<file path="config.mk">
export PLATFORM = sky130hd
export DESIGN_NAME = eased_tween_interpolator_top_flat
export DESIGN_NICKNAME = d
export VERILOG_FILES = /design/src/rtl/eti_pkg.sv /design/src/rtl/eti_ifs.sv /design/src/rtl/eti_div.sv /design/src/rtl/eti_mul.sv /design/src/rtl/eti_ctrl.sv /design/src/rtl/eased_tween_interpolator_top.sv /design/src/flat_wrapper.sv
export SDC_FILE = /design/constraint.sdc
export NUM_CORES = 2
export LEC_CHECK = 0
export ABC_AREA = 1
export BUFFER_PORTS_ARGS = -buffer_cell sky130_fd_sc_hd__buf_2
export CAP_MARGIN = 20
export CORE_UTILIZATION = 33
export CTS_BUF_LIST = sky130_fd_sc_hd__clkbuf_16
export CTS_CLUSTER_DIAMETER = 50
export CTS_CLUSTER_SIZE = 8
export DETAILED_ROUTE_END_ITERATION = 10
export PLACE_DENSITY_LB_ADDON = 0.08
export SYNTH_ARGS = -nofsm -noshare
export SYNTH_HDL_FRONTEND = slang
export SYNTH_HIERARCHICAL = 1
export SYNTH_SLANG_ARGS = --single-unit
</file>
<file path="constraint.sdc">
create_clock -name clock -period 10.9 [get_ports clock]
set_input_delay 1.09 -clock clock [delete_from_list [all_inputs] [get_ports clock]]
set_output_delay 1.09 -clock clock [all_outputs]
set_load 0.03 [all_outputs]
</file>
<file path="src/rtl/eti_pkg.sv">
package eti_pkg;

   // Fraction bits of progress and of the easing curves.
   localparam int FRAC_BITS = 16;

   // Fixed field widths.
   localparam int VAL_W  = 32;
   localparam int LEN_W  = 24;
   localparam int STEP_W = 16;
   localparam int ELAP_W = 32;
   localparam int MODE_W = 2;
   localparam int IDX_W  = 3;
   localparam int DATA_W = 32;

   // Derived arithmetic widths.
   localparam int ONE_W  = FRAC_BITS + 1;
   localparam int DIFF_W = VAL_W + 1;
   localparam int EASE_W = FRAC_BITS + 3;
   localparam int PROD_W = DIFF_W + EASE_W;
   localparam int RND_W  = PROD_W - FRAC_BITS;
   localparam int SUM_W  = RND_W + 1;
   localparam int CNT_W  = $clog2(FRAC_BITS);

   localparam logic [ONE_W-1:0] FX_ONE  = {1'b1, {FRAC_BITS{1'b0}}};
   localparam logic [ONE_W-1:0] FX_HALF = {2'b01, {(FRAC_BITS - 1){1'b0}}};

   // Overshoot constants of the out-back curve.
   localparam longint C1_INT = ((longint'(170158) << FRAC_BITS) + 50000) / 100000;
   localparam longint C3_INT = C1_INT + (longint'(1) << FRAC_BITS);
   localparam logic signed [DIFF_W-1:0] C1_OP = DIFF_W'(C1_INT);
   localparam logic signed [DIFF_W-1:0] C3_OP = DIFF_W'(C3_INT);

   typedef enum logic [IDX_W-1:0] {
      REG_START = 3'd0,
      REG_END   = 3'd1,
      REG_LEN   = 3'd2,
      REG_DELAY = 3'd3,
      REG_MODE  = 3'd4
   } reg_idx_type;

   typedef enum logic [MODE_W-1:0] {
      CURVE_LINEAR    = 2'd0,
      CURVE_OUT_CUBIC = 2'd1,
      CURVE_IN_OUT    = 2'd2,
      CURVE_OUT_BACK  = 2'd3
   } curve_type;

   typedef struct packed {
      logic signed [VAL_W-1:0] start_value;
      logic signed [VAL_W-1:0] end_value;
      logic [LEN_W-1:0]        run_length;
      logic [LEN_W-1:0]        start_delay;
      curve_type               curve_mode;
   } cfg_type;

   typedef struct packed {
      logic             start;
      logic [LEN_W-1:0] dividend;
      logic [LEN_W-1:0] divisor;
   } div_req_type;

   typedef struct packed {
      logic                 done;
      logic [FRAC_BITS-1:0] quotient;
   } div_rsp_type;

   typedef struct packed {
      logic                     start;
      logic signed [DIFF_W-1:0] a;
      logic signed [EASE_W-1:0] b;
   } mul_req_type;

   typedef struct packed {
      logic                    done;
      logic signed [RND_W-1:0] res;
   } mul_rsp_type;

endpackage

</file>
<file path="src/rtl/eti_ifs.sv">
// Time step channel.
interface eti_req_if import eti_pkg::*; ();
   logic              valid;
   logic              ready;
   logic [STEP_W-1:0] time_step;

   modport source (output valid, output time_step, input ready);
   modport sink   (input valid, input time_step, output ready);
endinterface

// Result channel.
interface eti_rsp_if import eti_pkg::*; ();
   logic                    valid;
   logic                    ready;
   logic signed [VAL_W-1:0] current_value;
   logic                    completed;

   modport source (output valid, output current_value, output completed, input ready);
   modport sink   (input valid, input current_value, input completed, output ready);
endinterface

// Register write channel.
interface eti_csr_if import eti_pkg::*; ();
   logic              valid;
   logic              ready;
   logic [IDX_W-1:0]  index;
   logic [DATA_W-1:0] wdata;

   modport source (output valid, output index, output wdata, input ready);
   modport sink   (input valid, input index, input wdata, output ready);
endinterface

</file>
<file path="src/rtl/eti_div.sv">
module eti_div import eti_pkg::*; (
   input  logic        clock,
   input  logic        reset,
   input  div_req_type req,
   output div_rsp_type rsp
);

   logic [LEN_W-1:0]     rem_ff, rem_in;
   logic [LEN_W-1:0]     dvs_ff, dvs_in;
   logic [FRAC_BITS-1:0] quo_ff, quo_in;
   logic [CNT_W-1:0]     cnt_ff, cnt_in;
   logic                 busy_ff, busy_in;
   logic                 done_ff, done_in;
   logic [LEN_W:0]       shifted;
   logic [LEN_W:0]       trial;
   logic                 fits;

   // One restoring step per cycle; the remainder stays below the divisor.
   assign shifted = {rem_ff, 1'b0};
   assign trial   = shifted - {1'b0, dvs_ff};
   assign fits    = shifted >= {1'b0, dvs_ff};

   always_comb begin
      rem_in  = rem_ff;
      dvs_in  = dvs_ff;
      quo_in  = quo_ff;
      cnt_in  = cnt_ff;
      busy_in = busy_ff;
      done_in = 1'b0;
      if (req.start) begin
         rem_in  = req.dividend;
         dvs_in  = req.divisor;
         quo_in  = '0;
         cnt_in  = CNT_W'(FRAC_BITS - 1);
         busy_in = 1'b1;
      end else if (busy_ff) begin
         rem_in = fits ? trial[LEN_W-1:0] : shifted[LEN_W-1:0];
         quo_in = {quo_ff[FRAC_BITS-2:0], fits};
         cnt_in = cnt_ff - CNT_W'(1);
         if (cnt_ff == '0) begin
            busy_in = 1'b0;
            done_in = 1'b1;
         end
      end
   end

   always_ff @(posedge clock) begin
      if (reset) begin
         busy_ff <= 1'b0;
         done_ff <= 1'b0;
         cnt_ff  <= '0;
      end else begin
         busy_ff <= busy_in;
         done_ff <= done_in;
         cnt_ff  <= cnt_in;
      end
      rem_ff <= rem_in;
      dvs_ff <= dvs_in;
      quo_ff <= quo_in;
   end

   assign rsp.done     = done_ff;
   assign rsp.quotient = quo_ff;

endmodule

</file>
<file path="src/rtl/eti_mul.sv">
module eti_mul import eti_pkg::*; (
   input  logic        clock,
   input  logic        reset,
   input  mul_req_type req,
   output mul_rsp_type rsp
);

   localparam logic signed [PROD_W-1:0] HALF_P = PROD_W'(FX_HALF);

   logic signed [DIFF_W-1:0] a_s;
   logic signed [EASE_W-1:0] b_s;
   logic signed [PROD_W-1:0] prod_in, prod_ff;
   logic signed [PROD_W-1:0] bias_sum;
   logic signed [RND_W-1:0]  res_ff;
   logic                     v1_ff;
   logic                     done_ff;

   // First stage: signed product.
   assign a_s     = req.a;
   assign b_s     = req.b;
   assign prod_in = a_s * b_s;

   // Second stage: round to nearest, ties up, by adding half and flooring.
   assign bias_sum = prod_ff + HALF_P;

   always_ff @(posedge clock) begin
      if (reset) begin
         v1_ff   <= 1'b0;
         done_ff <= 1'b0;
      end else begin
         v1_ff   <= req.start;
         done_ff <= v1_ff;
      end
      prod_ff <= prod_in;
      res_ff  <= bias_sum[PROD_W-1:FRAC_BITS];
   end

   assign rsp.done = done_ff;
   assign rsp.res  = res_ff;

endmodule

</file>
<file path="src/rtl/eti_ctrl.sv">
module eti_ctrl import eti_pkg::*; (
   input  logic                    clock,
   input  logic                    reset,
   input  cfg_type                 cfg,
   input  logic                    req_valid,
   output logic                    req_ready,
   input  logic [STEP_W-1:0]       time_step,
   output logic                    rsp_valid,
   input  logic                    rsp_ready,
   output logic signed [VAL_W-1:0] current_value,
   output logic                    completed,
   output div_req_type             div_req,
   input  div_rsp_type             div_rsp,
   output mul_req_type             mul_req,
   input  mul_rsp_type             mul_rsp
);

   typedef enum logic [7:0] {
      ST_IDLE  = 8'b0000_0001,
      ST_CHECK = 8'b0000_0010,
      ST_RANGE = 8'b0000_0100,
      ST_DIV   = 8'b0000_1000,
      ST_EASE  = 8'b0001_0000,
      ST_MUL   = 8'b0010_0000,
      ST_WAIT  = 8'b0100_0000,
      ST_SUM   = 8'b1000_0000
   } state_type;

   typedef enum logic [2:0] {
      OP_SQ   = 3'd0,
      OP_CUBE = 3'd1,
      OP_BK1  = 3'd2,
      OP_BK2  = 3'd3,
      OP_FIN  = 3'd4
   } mul_op_type;

   localparam logic signed [EASE_W-1:0] ONE_E = {{(EASE_W - ONE_W){1'b0}}, FX_ONE};
   localparam logic signed [SUM_W-1:0]  SAT_MAX =
      {{(SUM_W - VAL_W + 1){1'b0}}, {(VAL_W - 1){1'b1}}};
   localparam logic signed [SUM_W-1:0]  SAT_MIN =
      {{(SUM_W - VAL_W + 1){1'b1}}, {(VAL_W - 1){1'b0}}};

   state_type                state_ff, state_in;
   mul_op_type               op_ff, op_in;
   logic [ELAP_W-1:0]        elapsed_ff, elapsed_in;
   logic                     finished_ff, finished_in;
   logic [ELAP_W-1:0]        active_ff, active_in;
   logic signed [DIFF_W-1:0] diff_ff, diff_in;
   logic [ONE_W-1:0]         t_ff, t_in;
   logic [ONE_W-1:0]         x_ff, x_in;
   logic signed [EASE_W-1:0] sq_ff, sq_in;
   logic signed [EASE_W-1:0] cube_ff, cube_in;
   logic signed [EASE_W-1:0] p1_ff, p1_in;
   logic signed [EASE_W-1:0] eased_ff, eased_in;
   logic signed [RND_W-1:0]  q_ff, q_in;
   logic                     rsp_valid_ff, rsp_valid_in;
   logic signed [VAL_W-1:0]  rsp_value_ff, rsp_value_in;
   logic                     rsp_done_ff, rsp_done_in;

   logic [ELAP_W:0]          step_sum;
   logic [ELAP_W:0]          past_delay;
   logic [ONE_W-1:0]         u_val;
   logic                     t_low;
   logic signed [EASE_W-1:0] rnd_nar;
   logic signed [EASE_W-1:0] x_ext;
   logic signed [SUM_W-1:0]  total;
   logic signed [VAL_W-1:0]  sat_val;
   logic                     slot_free;

   // Shared datapath pieces of the sequencer.
   assign step_sum   = {1'b0, elapsed_ff} + {{(ELAP_W + 1 - STEP_W){1'b0}}, time_step};
   assign past_delay = {1'b0, elapsed_ff} - {{(ELAP_W + 1 - LEN_W){1'b0}}, cfg.start_delay};
   assign u_val      = FX_ONE - t_ff;
   assign t_low      = t_ff < FX_HALF;
   assign rnd_nar    = mul_rsp.res[EASE_W-1:0];
   assign x_ext      = {{(EASE_W - ONE_W){1'b0}}, x_ff};
   assign total      = {{(SUM_W - VAL_W){cfg.start_value[VAL_W-1]}}, cfg.start_value}
                       + {q_ff[RND_W-1], q_ff};
   assign slot_free  = !rsp_valid_ff || rsp_ready;

   // Saturate the final sum to the signed 32-bit range.
   always_comb begin
      if (total > SAT_MAX) begin
         sat_val = {1'b0, {(VAL_W - 1){1'b1}}};
      end else if (total < SAT_MIN) begin
         sat_val = {1'b1, {(VAL_W - 1){1'b0}}};
      end else begin
         sat_val = total[VAL_W-1:0];
      end
   end

   // Operand selection for the shared multiplier.
   always_comb begin
      mul_req.start = (state_ff == ST_MUL);
      unique case (op_ff)
         OP_SQ: begin
            mul_req.a = {{(DIFF_W - ONE_W){1'b0}}, x_ff};
            mul_req.b = x_ext;
         end
         OP_CUBE: begin
            mul_req.a = {{(DIFF_W - ONE_W){1'b0}}, x_ff};
            mul_req.b = sq_ff;
         end
         OP_BK1: begin
            mul_req.a = C1_OP;
            mul_req.b = sq_ff;
         end
         OP_BK2: begin
            mul_req.a = C3_OP;
            mul_req.b = cube_ff;
         end
         OP_FIN: begin
            mul_req.a = diff_ff;
            mul_req.b = eased_ff;
         end
         default: begin
            mul_req.a = diff_ff;
            mul_req.b = eased_ff;
         end
      endcase
   end

   // Sequencer.
   always_comb begin
      state_in         = state_ff;
      op_in            = op_ff;
      elapsed_in       = elapsed_ff;
      finished_in      = finished_ff;
      active_in        = active_ff;
      diff_in          = diff_ff;
      t_in             = t_ff;
      x_in             = x_ff;
      sq_in            = sq_ff;
      cube_in          = cube_ff;
      p1_in            = p1_ff;
      eased_in         = eased_ff;
      q_in             = q_ff;
      rsp_valid_in     = rsp_valid_ff && !rsp_ready;
      rsp_value_in     = rsp_value_ff;
      rsp_done_in      = rsp_done_ff;
      div_req.start    = 1'b0;
      div_req.dividend = active_ff[LEN_W-1:0];
      div_req.divisor  = cfg.run_length;

      unique case (state_ff)
         ST_IDLE: begin
            if (req_valid) begin
               elapsed_in = step_sum[ELAP_W] ? {ELAP_W{1'b1}} : step_sum[ELAP_W-1:0];
               state_in   = ST_CHECK;
            end
         end
         ST_CHECK: begin
            if (finished_ff || past_delay[ELAP_W]) begin
               state_in = ST_IDLE;
            end else begin
               active_in = past_delay[ELAP_W-1:0];
               diff_in   = {cfg.end_value[VAL_W-1], cfg.end_value}
                           - {cfg.start_value[VAL_W-1], cfg.start_value};
               state_in  = ST_RANGE;
            end
         end
         ST_RANGE: begin
            // Progress is full when the duration is zero or already covered.
            if (cfg.run_length == '0 ||
                active_ff >= {{(ELAP_W - LEN_W){1'b0}}, cfg.run_length}) begin
               t_in     = FX_ONE;
               state_in = ST_EASE;
            end else begin
               div_req.start = 1'b1;
               state_in      = ST_DIV;
            end
         end
         ST_DIV: begin
            if (div_rsp.done) begin
               t_in     = {1'b0, div_rsp.quotient};
               state_in = ST_EASE;
            end
         end
         ST_EASE: begin
            x_in = (cfg.curve_mode == CURVE_IN_OUT && t_low) ? t_ff : u_val;
            if (cfg.curve_mode == CURVE_LINEAR) begin
               eased_in = {{(EASE_W - ONE_W){1'b0}}, t_ff};
               op_in    = OP_FIN;
            end else begin
               op_in = OP_SQ;
            end
            state_in = ST_MUL;
         end
         ST_MUL: begin
            state_in = ST_WAIT;
         end
         ST_WAIT: begin
            if (mul_rsp.done) begin
               state_in = ST_MUL;
               unique case (op_ff)
                  OP_SQ: begin
                     sq_in = rnd_nar;
                     op_in = (cfg.curve_mode == CURVE_OUT_BACK) ? OP_BK1 : OP_CUBE;
                  end
                  OP_BK1: begin
                     p1_in = rnd_nar;
                     op_in = OP_CUBE;
                  end
                  OP_CUBE: begin
                     cube_in = rnd_nar;
                     if (cfg.curve_mode == CURVE_OUT_BACK) begin
                        op_in = OP_BK2;
                     end else begin
                        if (cfg.curve_mode == CURVE_IN_OUT && t_low) begin
                           eased_in = rnd_nar <<< 2;
                        end else if (cfg.curve_mode == CURVE_IN_OUT) begin
                           eased_in = ONE_E - (rnd_nar <<< 2);
                        end else begin
                           eased_in = ONE_E - rnd_nar;
                        end
                        op_in = OP_FIN;
                     end
                  end
                  OP_BK2: begin
                     eased_in = ONE_E + p1_ff - rnd_nar;
                     op_in    = OP_FIN;
                  end
                  OP_FIN: begin
                     q_in     = mul_rsp.res;
                     state_in = ST_SUM;
                  end
                  default: begin
                     state_in = ST_IDLE;
                  end
               endcase
            end
         end
         ST_SUM: begin
            // Hand the result to the output register once it is free.
            if (slot_free) begin
               rsp_valid_in = 1'b1;
               rsp_value_in = sat_val;
               rsp_done_in  = (t_ff == FX_ONE);
               finished_in  = finished_ff || (t_ff == FX_ONE);
               state_in     = ST_IDLE;
            end
         end
         default: begin
            state_in = ST_IDLE;
         end
      endcase
   end

   always_ff @(posedge clock) begin
      if (reset) begin
         state_ff     <= ST_IDLE;
         op_ff        <= OP_SQ;
         elapsed_ff   <= '0;
         finished_ff  <= 1'b0;
         rsp_valid_ff <= 1'b0;
      end else begin
         state_ff     <= state_in;
         op_ff        <= op_in;
         elapsed_ff   <= elapsed_in;
         finished_ff  <= finished_in;
         rsp_valid_ff <= rsp_valid_in;
      end
      active_ff    <= active_in;
      diff_ff      <= diff_in;
      t_ff         <= t_in;
      x_ff         <= x_in;
      sq_ff        <= sq_in;
      cube_ff      <= cube_in;
      p1_ff        <= p1_in;
      eased_ff     <= eased_in;
      q_ff         <= q_in;
      rsp_value_ff <= rsp_value_in;
      rsp_done_ff  <= rsp_done_in;
   end

   assign req_ready     = (state_ff == ST_IDLE);
   assign rsp_valid     = rsp_valid_ff;
   assign current_value = rsp_value_ff;
   assign completed     = rsp_done_ff;

endmodule

</file>
<file path="src/rtl/eased_tween_interpolator_top.sv">
// A result is registered after its transaction is accepted and passes the check and range
// states, the serial divider when progress is not yet full (one quotient bit per cycle),
// the ease state, 1 (linear), 3 (cubic curves) or 5 (out back) multiplies and the sum state.
// Throughput: one item at a time; the next is taken the cycle after its result is queued,
// or after the check state when the item gives no result. A result still held on the
// output stalls the next one in its last step until it is taken.
// Reset (synchronous, active high) clears the config and control registers, elapsed time and the finished flag.
module eased_tween_interpolator_top import eti_pkg::*; (
   input  logic        clock,
   input  logic        reset,
   eti_req_if.sink     req_ch,
   eti_rsp_if.source   rsp_ch,
   eti_csr_if.sink     csr_ch
);

   cfg_type     cfg_ff;
   div_req_type div_req;
   div_rsp_type div_rsp;
   mul_req_type mul_req;
   mul_rsp_type mul_rsp;

   // Configuration registers; writes are always taken.
   assign csr_ch.ready = 1'b1;

   always_ff @(posedge clock) begin
      if (reset) begin
         cfg_ff.start_value <= '0;
         cfg_ff.end_value   <= '0;
         cfg_ff.run_length  <= '0;
         cfg_ff.start_delay <= '0;
         cfg_ff.curve_mode  <= CURVE_LINEAR;
      end else if (csr_ch.valid) begin
         unique case (reg_idx_type'(csr_ch.index))
            REG_START: cfg_ff.start_value <= csr_ch.wdata[VAL_W-1:0];
            REG_END:   cfg_ff.end_value   <= csr_ch.wdata[VAL_W-1:0];
            REG_LEN:   cfg_ff.run_length  <= csr_ch.wdata[LEN_W-1:0];
            REG_DELAY: cfg_ff.start_delay <= csr_ch.wdata[LEN_W-1:0];
            REG_MODE:  cfg_ff.curve_mode  <= curve_type'(csr_ch.wdata[MODE_W-1:0]);
            default: begin
            end
         endcase
      end
   end

   // Sequencer with the shared units.
   eti_ctrl u_ctrl (
      .clock         (clock),
      .reset         (reset),
      .cfg           (cfg_ff),
      .req_valid     (req_ch.valid),
      .req_ready     (req_ch.ready),
      .time_step     (req_ch.time_step),
      .rsp_valid     (rsp_ch.valid),
      .rsp_ready     (rsp_ch.ready),
      .current_value (rsp_ch.current_value),
      .completed     (rsp_ch.completed),
      .div_req       (div_req),
      .div_rsp       (div_rsp),
      .mul_req       (mul_req),
      .mul_rsp       (mul_rsp)
   );

   eti_div u_div (
      .clock (clock),
      .reset (reset),
      .req   (div_req),
      .rsp   (div_rsp)
   );

   eti_mul u_mul (
      .clock (clock),
      .reset (reset),
      .req   (mul_req),
      .rsp   (mul_rsp)
   );

endmodule
</file>
<file path="src/flat_wrapper.sv">
// flat-port wrapper written by rule: the top's interface ports become plain ports
module eased_tween_interpolator_top_flat import eti_pkg::*;
  (clock, reset, req_ch_valid, req_ch_time_step, req_ch_ready, rsp_ch_valid, rsp_ch_current_value, rsp_ch_completed, rsp_ch_ready, csr_ch_valid, csr_ch_index, csr_ch_wdata, csr_ch_ready);
  eti_req_if req_ch_i ();
  eti_rsp_if rsp_ch_i ();
  eti_csr_if csr_ch_i ();
  input  logic clock;
  input  logic reset;
  input wire logic [$bits(req_ch_i.valid)-1:0] req_ch_valid;
  input wire logic [$bits(req_ch_i.time_step)-1:0] req_ch_time_step;
  output wire logic [$bits(req_ch_i.ready)-1:0] req_ch_ready;
  output wire logic [$bits(rsp_ch_i.valid)-1:0] rsp_ch_valid;
  output wire logic [$bits(rsp_ch_i.current_value)-1:0] rsp_ch_current_value;
  output wire logic [$bits(rsp_ch_i.completed)-1:0] rsp_ch_completed;
  input wire logic [$bits(rsp_ch_i.ready)-1:0] rsp_ch_ready;
  input wire logic [$bits(csr_ch_i.valid)-1:0] csr_ch_valid;
  input wire logic [$bits(csr_ch_i.index)-1:0] csr_ch_index;
  input wire logic [$bits(csr_ch_i.wdata)-1:0] csr_ch_wdata;
  output wire logic [$bits(csr_ch_i.ready)-1:0] csr_ch_ready;
  assign req_ch_i.valid = req_ch_valid;
  assign req_ch_i.time_step = req_ch_time_step;
  assign req_ch_ready = req_ch_i.ready;
  assign rsp_ch_valid = rsp_ch_i.valid;
  assign rsp_ch_current_value = rsp_ch_i.current_value;
  assign rsp_ch_completed = rsp_ch_i.completed;
  assign rsp_ch_i.ready = rsp_ch_ready;
  assign csr_ch_i.valid = csr_ch_valid;
  assign csr_ch_i.index = csr_ch_index;
  assign csr_ch_i.wdata = csr_ch_wdata;
  assign csr_ch_ready = csr_ch_i.ready;
  eased_tween_interpolator_top u_core (.clock(clock), .reset(reset), .req_ch(req_ch_i), .rsp_ch(rsp_ch_i), .csr_ch(csr_ch_i));
endmodule
</file>
==> Word level (Yosys, flattened, before mapping) <==
Cells that the tools add are included.
W data, S select, Z words.
{ "word_totals": {"regBits": 563, "in_bits": 56, "output_inout_bits": 36, "wordCells": 154} }
{ "op_classes": {"n_mux": 41, "n_reduce_logical": 34, "eq_ne": 28, "bitwise_logic": 2, "multipliers": 1, "add_sub_neg": 12, "n_lt_le_gt_ge": 5} }
{ "op_table": {"columns": ["operator", "n"], "rows": [
  ["$pmux W52 S4", 1],
  ["$mux W19", 5],
  ["$pmux W19 S2", 2],
  ["$mux W24", 3],
  ["$mux W32", 2],
  ["$pmux W8 S8", 1],
  ["$add A52 B17 Y52 const B", 1],
  ["$mul A33 B19 Y52", 1],
  ["$mux W17", 3],
  ["$sub A18 B19 Y19 const A", 2],
  ["$add A32 B36 Y37", 1],
  ["$gt A37 B32 Y1 const B", 1],
  ["$lt A37 B32 Y1 const B", 1],
  ["$pmux W17 S2", 1],
  ["$add A32 B16 Y33", 1],
  ["$sub A32 B24 Y33", 1],
  ["$sub A32 B32 Y33", 1],
  ["$ge A32 B24 Y1", 1],
  ["$mux W8", 4],
  ["$ge A25 B24 Y1", 1],
  ["$logic_not A24 Y1", 1],
  ["$sub A24 B24 Y24", 1],
  ["$add A18 B19 Y19 const A", 1],
  ["$sub A19 B19 Y19", 1],
  ["42 further kinds", 85]
]} }

==> Logic depth before layout (Yosys ltp) <==
{ "logic_depth": {"ltp_word": 7, "ltp_mapped": 38, "mapped_depth_nobuf": 35} }

==> Hierarchy <==
The synthesis kept the hierarchy.
{ "by_module_without_submodules": {"columns": ["mod", "cells_each", "instances", "area_each_um2", "seq_area_each_um2"], "rows": [
  ["eti_mul", 3200, 1, 25117.8, 1501.4],
  ["eti_ctrl", 2589, 1, 20791.2, 8227.9],
  ["eti_div", 658, 1, 4770.8, 1881.8],
  ["eased_tween_interpolator_top", 669, 1, 4650.7, 2282.2]
]} }

==> Worst setup path before layout <==
OpenSTA, ideal clock, no wires.
{ "synth_path": {"path_type": "register to register", "startpoint": "register u_core.u_ctrl.op_ff[1]", "endpoint": "register u_core.u_mul.prod_ff[43]", "arrival_ns": 7.062, "path_stages_with_launch": 29, "path_slack_ns": 3.725, "path_buffers": 2, "required_ns": 10.787, "cell_sequence": "dfxtp_1 -> nor2_1 -> inv_1 -> nor2_2 -> clkinv_1 -> o2111ai_1 -> clkbuf_1 -> clkbuf_1 -> nand2_1 -> fa_1 -> inv_1 -> fa_1 -> fa_1 -> fa_1 -> fa_1 -> inv_1 -> fa_1 -> inv_1 -> ha_1 -> ha_1 -> nand2_1 -> nor2_1 -> inv_2 -> nor2_1 -> inv_2 -> nor2_1 -> nand4_1 -> nand4_1 -> nand2_1"} }
{ "synth_rtl": {"columns": ["item", "line", "source"], "rows": [
  ["start, declared", "eti_ctrl.sv:44", "mul_op_type op_ff, op_in;"],
  ["start signal, assigned", "eti_ctrl.sv:258", "op_ff <= op_in;"],
  ["end signal, assigned", "eti_mul.sv:34", "prod_ff <= prod_in;"],
  ["end, declared", "eti_mul.sv:12", "logic signed [PROD_W-1:0] prod_in, prod_ff;"]
]} }

==> results.txt <==
----------------------------------------------------
[Clock network]
  Number of hold buffers added after cts ... 0
  Num Clock Sinks ... 548
  TritonCTS clock tree ... done
  Clock-pin transition on the worst setup and hold timing paths ... 50 ps
  Clock tree buffer depth ... 3
  Post-CTS setup buffers ... 0
  Cells resized by post-CTS repair ... 0
  Htree depth ... 3
  Clk_lat worst skew ... 710 ps
  CTS root buffer ... sky130_fd_sc_hd__clkbuf_16
  Cts bufs inserted ... 99

[Global route]
  Global routing usage on met1 ... 31.22%
  Global-route wire length before repair ... 291.3 mm
  Aggregate global-route resource usage ... 22.74%
  Met2 routing resource usage after global routing ... a little under two fifths
  Global-route met3 utilization ... 2.264%
  Initial antenna violation count ... 14
  Via count of the first global-routing pass ... 46670
  Pin count of the biggest net entering global routing ... 83
  Global route hottest layer ... met2
  Total congestion overflow after global routing ... 0

[Setup path]
  Kind of end point of the critical path ... register
  CP Max Fanout ... 21
  Required time of the worst setup path ... 11480 ps
  Critical path class ... reg -> reg
  Critical path arrival ... 9940 ps
  Count of buffering cells on the critical path with inverters included ... 6
  Kind of launch point of the worst setup path ... register
  Crit-path cells ... nor2_1, inv_1, nor2_2, clkinv_1, o2111ai_4, nand2_1, fa_1, inv_1, fa_1, fa_1, fa_1, fa_1, inv_1, fa_1, inv_1, ha_1, ha_1, nand2_1, nor2_1, inv_2, nor4_2, nand3_1, nand3_1, nand2_1
  CP top delay family ... adder cells
  Top cell by count, worst path ... sky130_fd_sc_hd__fa_1
  Critical-path top delay cell ... sky130_fd_sc_hd__o2111ai_4
  Biggest cell delay along the critical path ... 910 ps

[Place]
  Placed insts ... 9183
  Routability congestion estimate from global placement ... 0.9352
  HPWL reported at the end of detailed placement ... 155.4 mm
  Number of buffers inserted by port buffering ... 90

[Floorplanning]
  Standard-cell row count ... between 100 and 150
  I/O pin cnt ... between 90 and 100
  Floorplan die area ... 169300 sq um
  Area of the core region ... 165700 sq um
  Initial core utilization ... roughly 33%
  Width of the die ... roughly 400 um
  Die span in y ... between 400 and 500 um

[Pwr]
  Portion of total power attributed to sequential cells ... 36.9%
  Portion of total power attributed to the clock network ... 42.5%
  Peak ir drop on the vdd network ... around 0.00011 V
  Total internal power ... about 4.5 mW
  Combinational fraction of design power ... 20.6%
  Psw ... 2.193 mW
  Leakage power summed over all cells ... between 30 and 40 nW
  Power density relative to cell area ... 109.6 nW/um^2
  Switching share of power ... 32.78%

[Routing]
  Total Routed Length ... 190.6 mm
  Initial DRC count ... around 3100
  Average detailed-routed wire length per instance ... ~20 um
  Number of vias in the routed layout ... 45190
  DR vias/cell ... between 4 and 5
  Count of TritonRoute iterations in the first routing pass ... 9
  Antenna violation net count after detailed routing ... 0
  Remaining DRCs ... 0

[Synth]
  Post-synthesis adder-cell area fraction ... 29.65%
  Post-synthesis cell count ... 7116
  Fraction of the yosys area taken by sequential cells ... 25.11%
  Simple-Gate Fraction of Synth Area ... 22.76%
  Number of nets in the synthesized netlist ... between 8000 and 9000
  Synthesis-stage register bit count ... 548
  Share of synthesized flip-flops with an asynchronous set or reset ... 0%
  Largest family of logic cells by synthesized area ... adder cells
  Count of flip-flops with a built-in enable after synthesis ... 292
  Share of synthesized area spent on multiplexers ... 0%
  Synth Area per Inst ... 7.776 sq um
  Synth Area in Compound Gates ... 6.750%
  Mapped Area ... approximately 55000 sq um
  Xor-xnor portion of the synthesized cell area ... 2.992%
  Warnings from Yosys ... 6
  Number of distinct standard cells referenced by the synthesized netlist ... 67
  Ys flop type ... sky130_fd_sc_hd__edfxtp_1

[STA]
  Final-report max-slew violation count ... 0
  Remaining max-slew budget at the tightest pin ... between 20% and 30%
  Final setup violation count ... 0
  Ratio of final minimum period to clock period ... 85.91%
  Setup repair after global routing missed its margin ... false
  Tmin final ... between 9000 and 10000 ps
  Achievable frequency ... 106.8 MHz
  Hold Fails Final Rpt ... 0
  Tightest Pin Transition ... 1145 ps
  TNS Setup ... 0 ps
  Worst clock skew on the final layout ... 40.00 ps

[Final layout]
  Area growth, synth to finish ... 10.32%
  Share of cells above drive strength 1 ... 6.481%
  Net count reported at finish ... between 8000 and 9000
  Count of placed standard cells in the final layout, fillers left out ... 9365

[Run]
  MaxCap Viol Count ... 0

[Run status]
  Result of the run ... completed

[Hold path]
  Path category of the worst min-delay check ... reg -> reg

----------------------------------------------------
kinds of logic after synthesis:
kind of cell             after synthesis
flip-flops                           548
other                                  1
AND/OR/NAND/NOR                     3006
XOR/XNOR                             189
AO/OA/AOI/OAI                        652
buffers and inverters               1776
adder cells (fa/ha/maj)              944
worst register-to-register path: cells and delay by family, from the launching register on:
| family | cells | cell delay (ps) |
|---|---|---|
| AND/OR/NAND/NOR | 9 | 2380 |
| buffers and inverters | 6 | 1300 |
| flip-flops | 1 | 340 |
| AO/OA/AOI/OAI | 1 | 910 |
| adder cells (fa/ha/maj) | 8 | 4330 |
power by group through the flow:
stage | clock network (mW) | logic [mW] | registers, mW
after global placement | 0 | 1.38 | 2.51
after CTS | 2.92 | 1.38 | 2.47
after detailed placement | 0 | 1.37 | 2.51
after global routing | 3.01 | 1.54 | 2.48
final | 2.84 | 1.38 | 2.47
after floorplan | 0 | 0.948 | 2.41
synthesized netlist by cell type, types with 6 or more instances:
cell	instances	area [sq um]
sky130_fd_sc_hd__nor2_1	643	2414
sky130_fd_sc_hd__a31oi_1	44	275.3
sky130_fd_sc_hd__dfxtp_1	256	5125
sky130_fd_sc_hd__o21bai_1	36	270.3
sky130_fd_sc_hd__buf_1	30	112.6
sky130_fd_sc_hd__a21boi_0	9	67.56
sky130_fd_sc_hd__a21oi_1	276	1381
sky130_fd_sc_hd__nand2_2	32	200.2
sky130_fd_sc_hd__fa_1	612	12250
sky130_fd_sc_hd__o21ai_1	11	55.05
sky130_fd_sc_hd__nand2_1	1758	6599
sky130_fd_sc_hd__nor2_4	12	135.1
sky130_fd_sc_hd__nor2_2	18	112.6
sky130_fd_sc_hd__ha_1	332	4154
sky130_fd_sc_hd__o22a_1	6	52.55
sky130_fd_sc_hd__xor2_1	119	1042
sky130_fd_sc_hd__nand3_1	328	1642
sky130_fd_sc_hd__o21a_1	11	82.58
sky130_fd_sc_hd__nor3_1	53	265.3
sky130_fd_sc_hd__and2_1	13	81.33
sky130_fd_sc_hd__o21ai_0	167	835.8
sky130_fd_sc_hd__o22ai_1	16	100.1
sky130_fd_sc_hd__nand3b_1	28	210.2
sky130_fd_sc_hd__nand3_2	10	100.1
sky130_fd_sc_hd__buf_4	71	533.0
sky130_fd_sc_hd__nand4_1	55	344.1
sky130_fd_sc_hd__inv_2	27	101.4
sky130_fd_sc_hd__a21o_1	20	150.1
sky130_fd_sc_hd__edfxtp_1	292	8768
sky130_fd_sc_hd__a221oi_1	7	61.31
sky130_fd_sc_hd__buf_2	22	110.1
sky130_fd_sc_hd__o2111ai_1	10	87.58
sky130_fd_sc_hd__xnor2_1	70	613.1
sky130_fd_sc_hd__nor4_1	21	131.4
sky130_fd_sc_hd__clkinv_1	8	30.03
sky130_fd_sc_hd__o211ai_1	17	127.6
sky130_fd_sc_hd__inv_1	1452	5450
sky130_fd_sc_hd__buf_6	10	112.6
sky130_fd_sc_hd__or2_2	11	68.82
sky130_fd_sc_hd__clkbuf_1	155	581.8
area by class of cell:
type,instances,area (sq um)
diodes,1,2.502
clock buffers,102,2552
clock inverters,78,494.2
fillers,17450,104700
inverters,1487,5583
multi-input cells,4792,34710
flip-flops and latches,548,13890
well taps,2189,2739
repair buffers,168,1061
stage by stage:
stage          util [%]  hold WS (ps)  setup WS [ps]  power [mW]  area [sq um]
2_1_floorplan         -         385.5           3725       3.361         55330
6_report          36.83         388.4           1536       6.689         61040
3_3_place_gp      34.98         388.1           1791       3.889         57970
3_5_place_dp      34.98         393.3           1610       3.875         57970
4_1_cts           36.82         377.7           1557       6.774         61020
5_1_grt           36.83         406.1          963.9       7.027         61040
final timing paths:
check                              to  slack [ps]  depth (start not counted)                    start
max          u_core/u_mul/prod_ff[44]        1540                         24   u_core/u_ctrl/op_ff[1]
min            u_core/u_ctrl/q_ff[22]         390                          0  u_core/u_mul/res_ff[22]
max reg2reg  u_core/u_mul/prod_ff[44]        1540                         24   u_core/u_ctrl/op_ff[1]
min reg2reg    u_core/u_ctrl/q_ff[22]         390                          0  u_core/u_mul/res_ff[22]
registers in the layout, summed over array words and instances, names as in the netlist, 17 cells and up:
name	count
u_core/u_ctrl/p1_ff	19
u_core/u_mul/res_ff	36
u_core/u_ctrl/diff_ff	33
u_core/u_ctrl/x_ff	17
u_core/u_ctrl/current_value	32
u_core/u_ctrl/cube_ff	19
u_core/u_ctrl/t_ff	17
u_core/u_ctrl/elapsed_ff	32
u_core/u_div/rem_ff	24
u_core/u_ctrl/active_ff	32
u_core/cfg_ff	114
u_core/u_ctrl/sq_ff	19
u_core/u_ctrl/eased_ff	19
u_core/u_div/dvs_ff	24
u_core/u_mul/prod_ff	37
u_core/u_ctrl/q_ff	36
layout by cell type, fill, tap and decap left out, drive strengths merged, types with 70 or more instances in the layout:
cell    instances
xor2          119
edfxtp        292
o21ai         179
dfxtp         256
a21oi         279
fa            612
nand2        1793
xnor2          70
buf           168
inv          1529
ha            332
nor2          673
clkbuf        102
nand3         338
routing by layer:
layer  part of all wire (%)  vias up
met5                      0        -
met4                    2.1        0
met3                    4.1      198
met2                     47      946
met1                     46    22260
li1                       -    21790
Note: power is estimated with default switching activity, not from simulation.
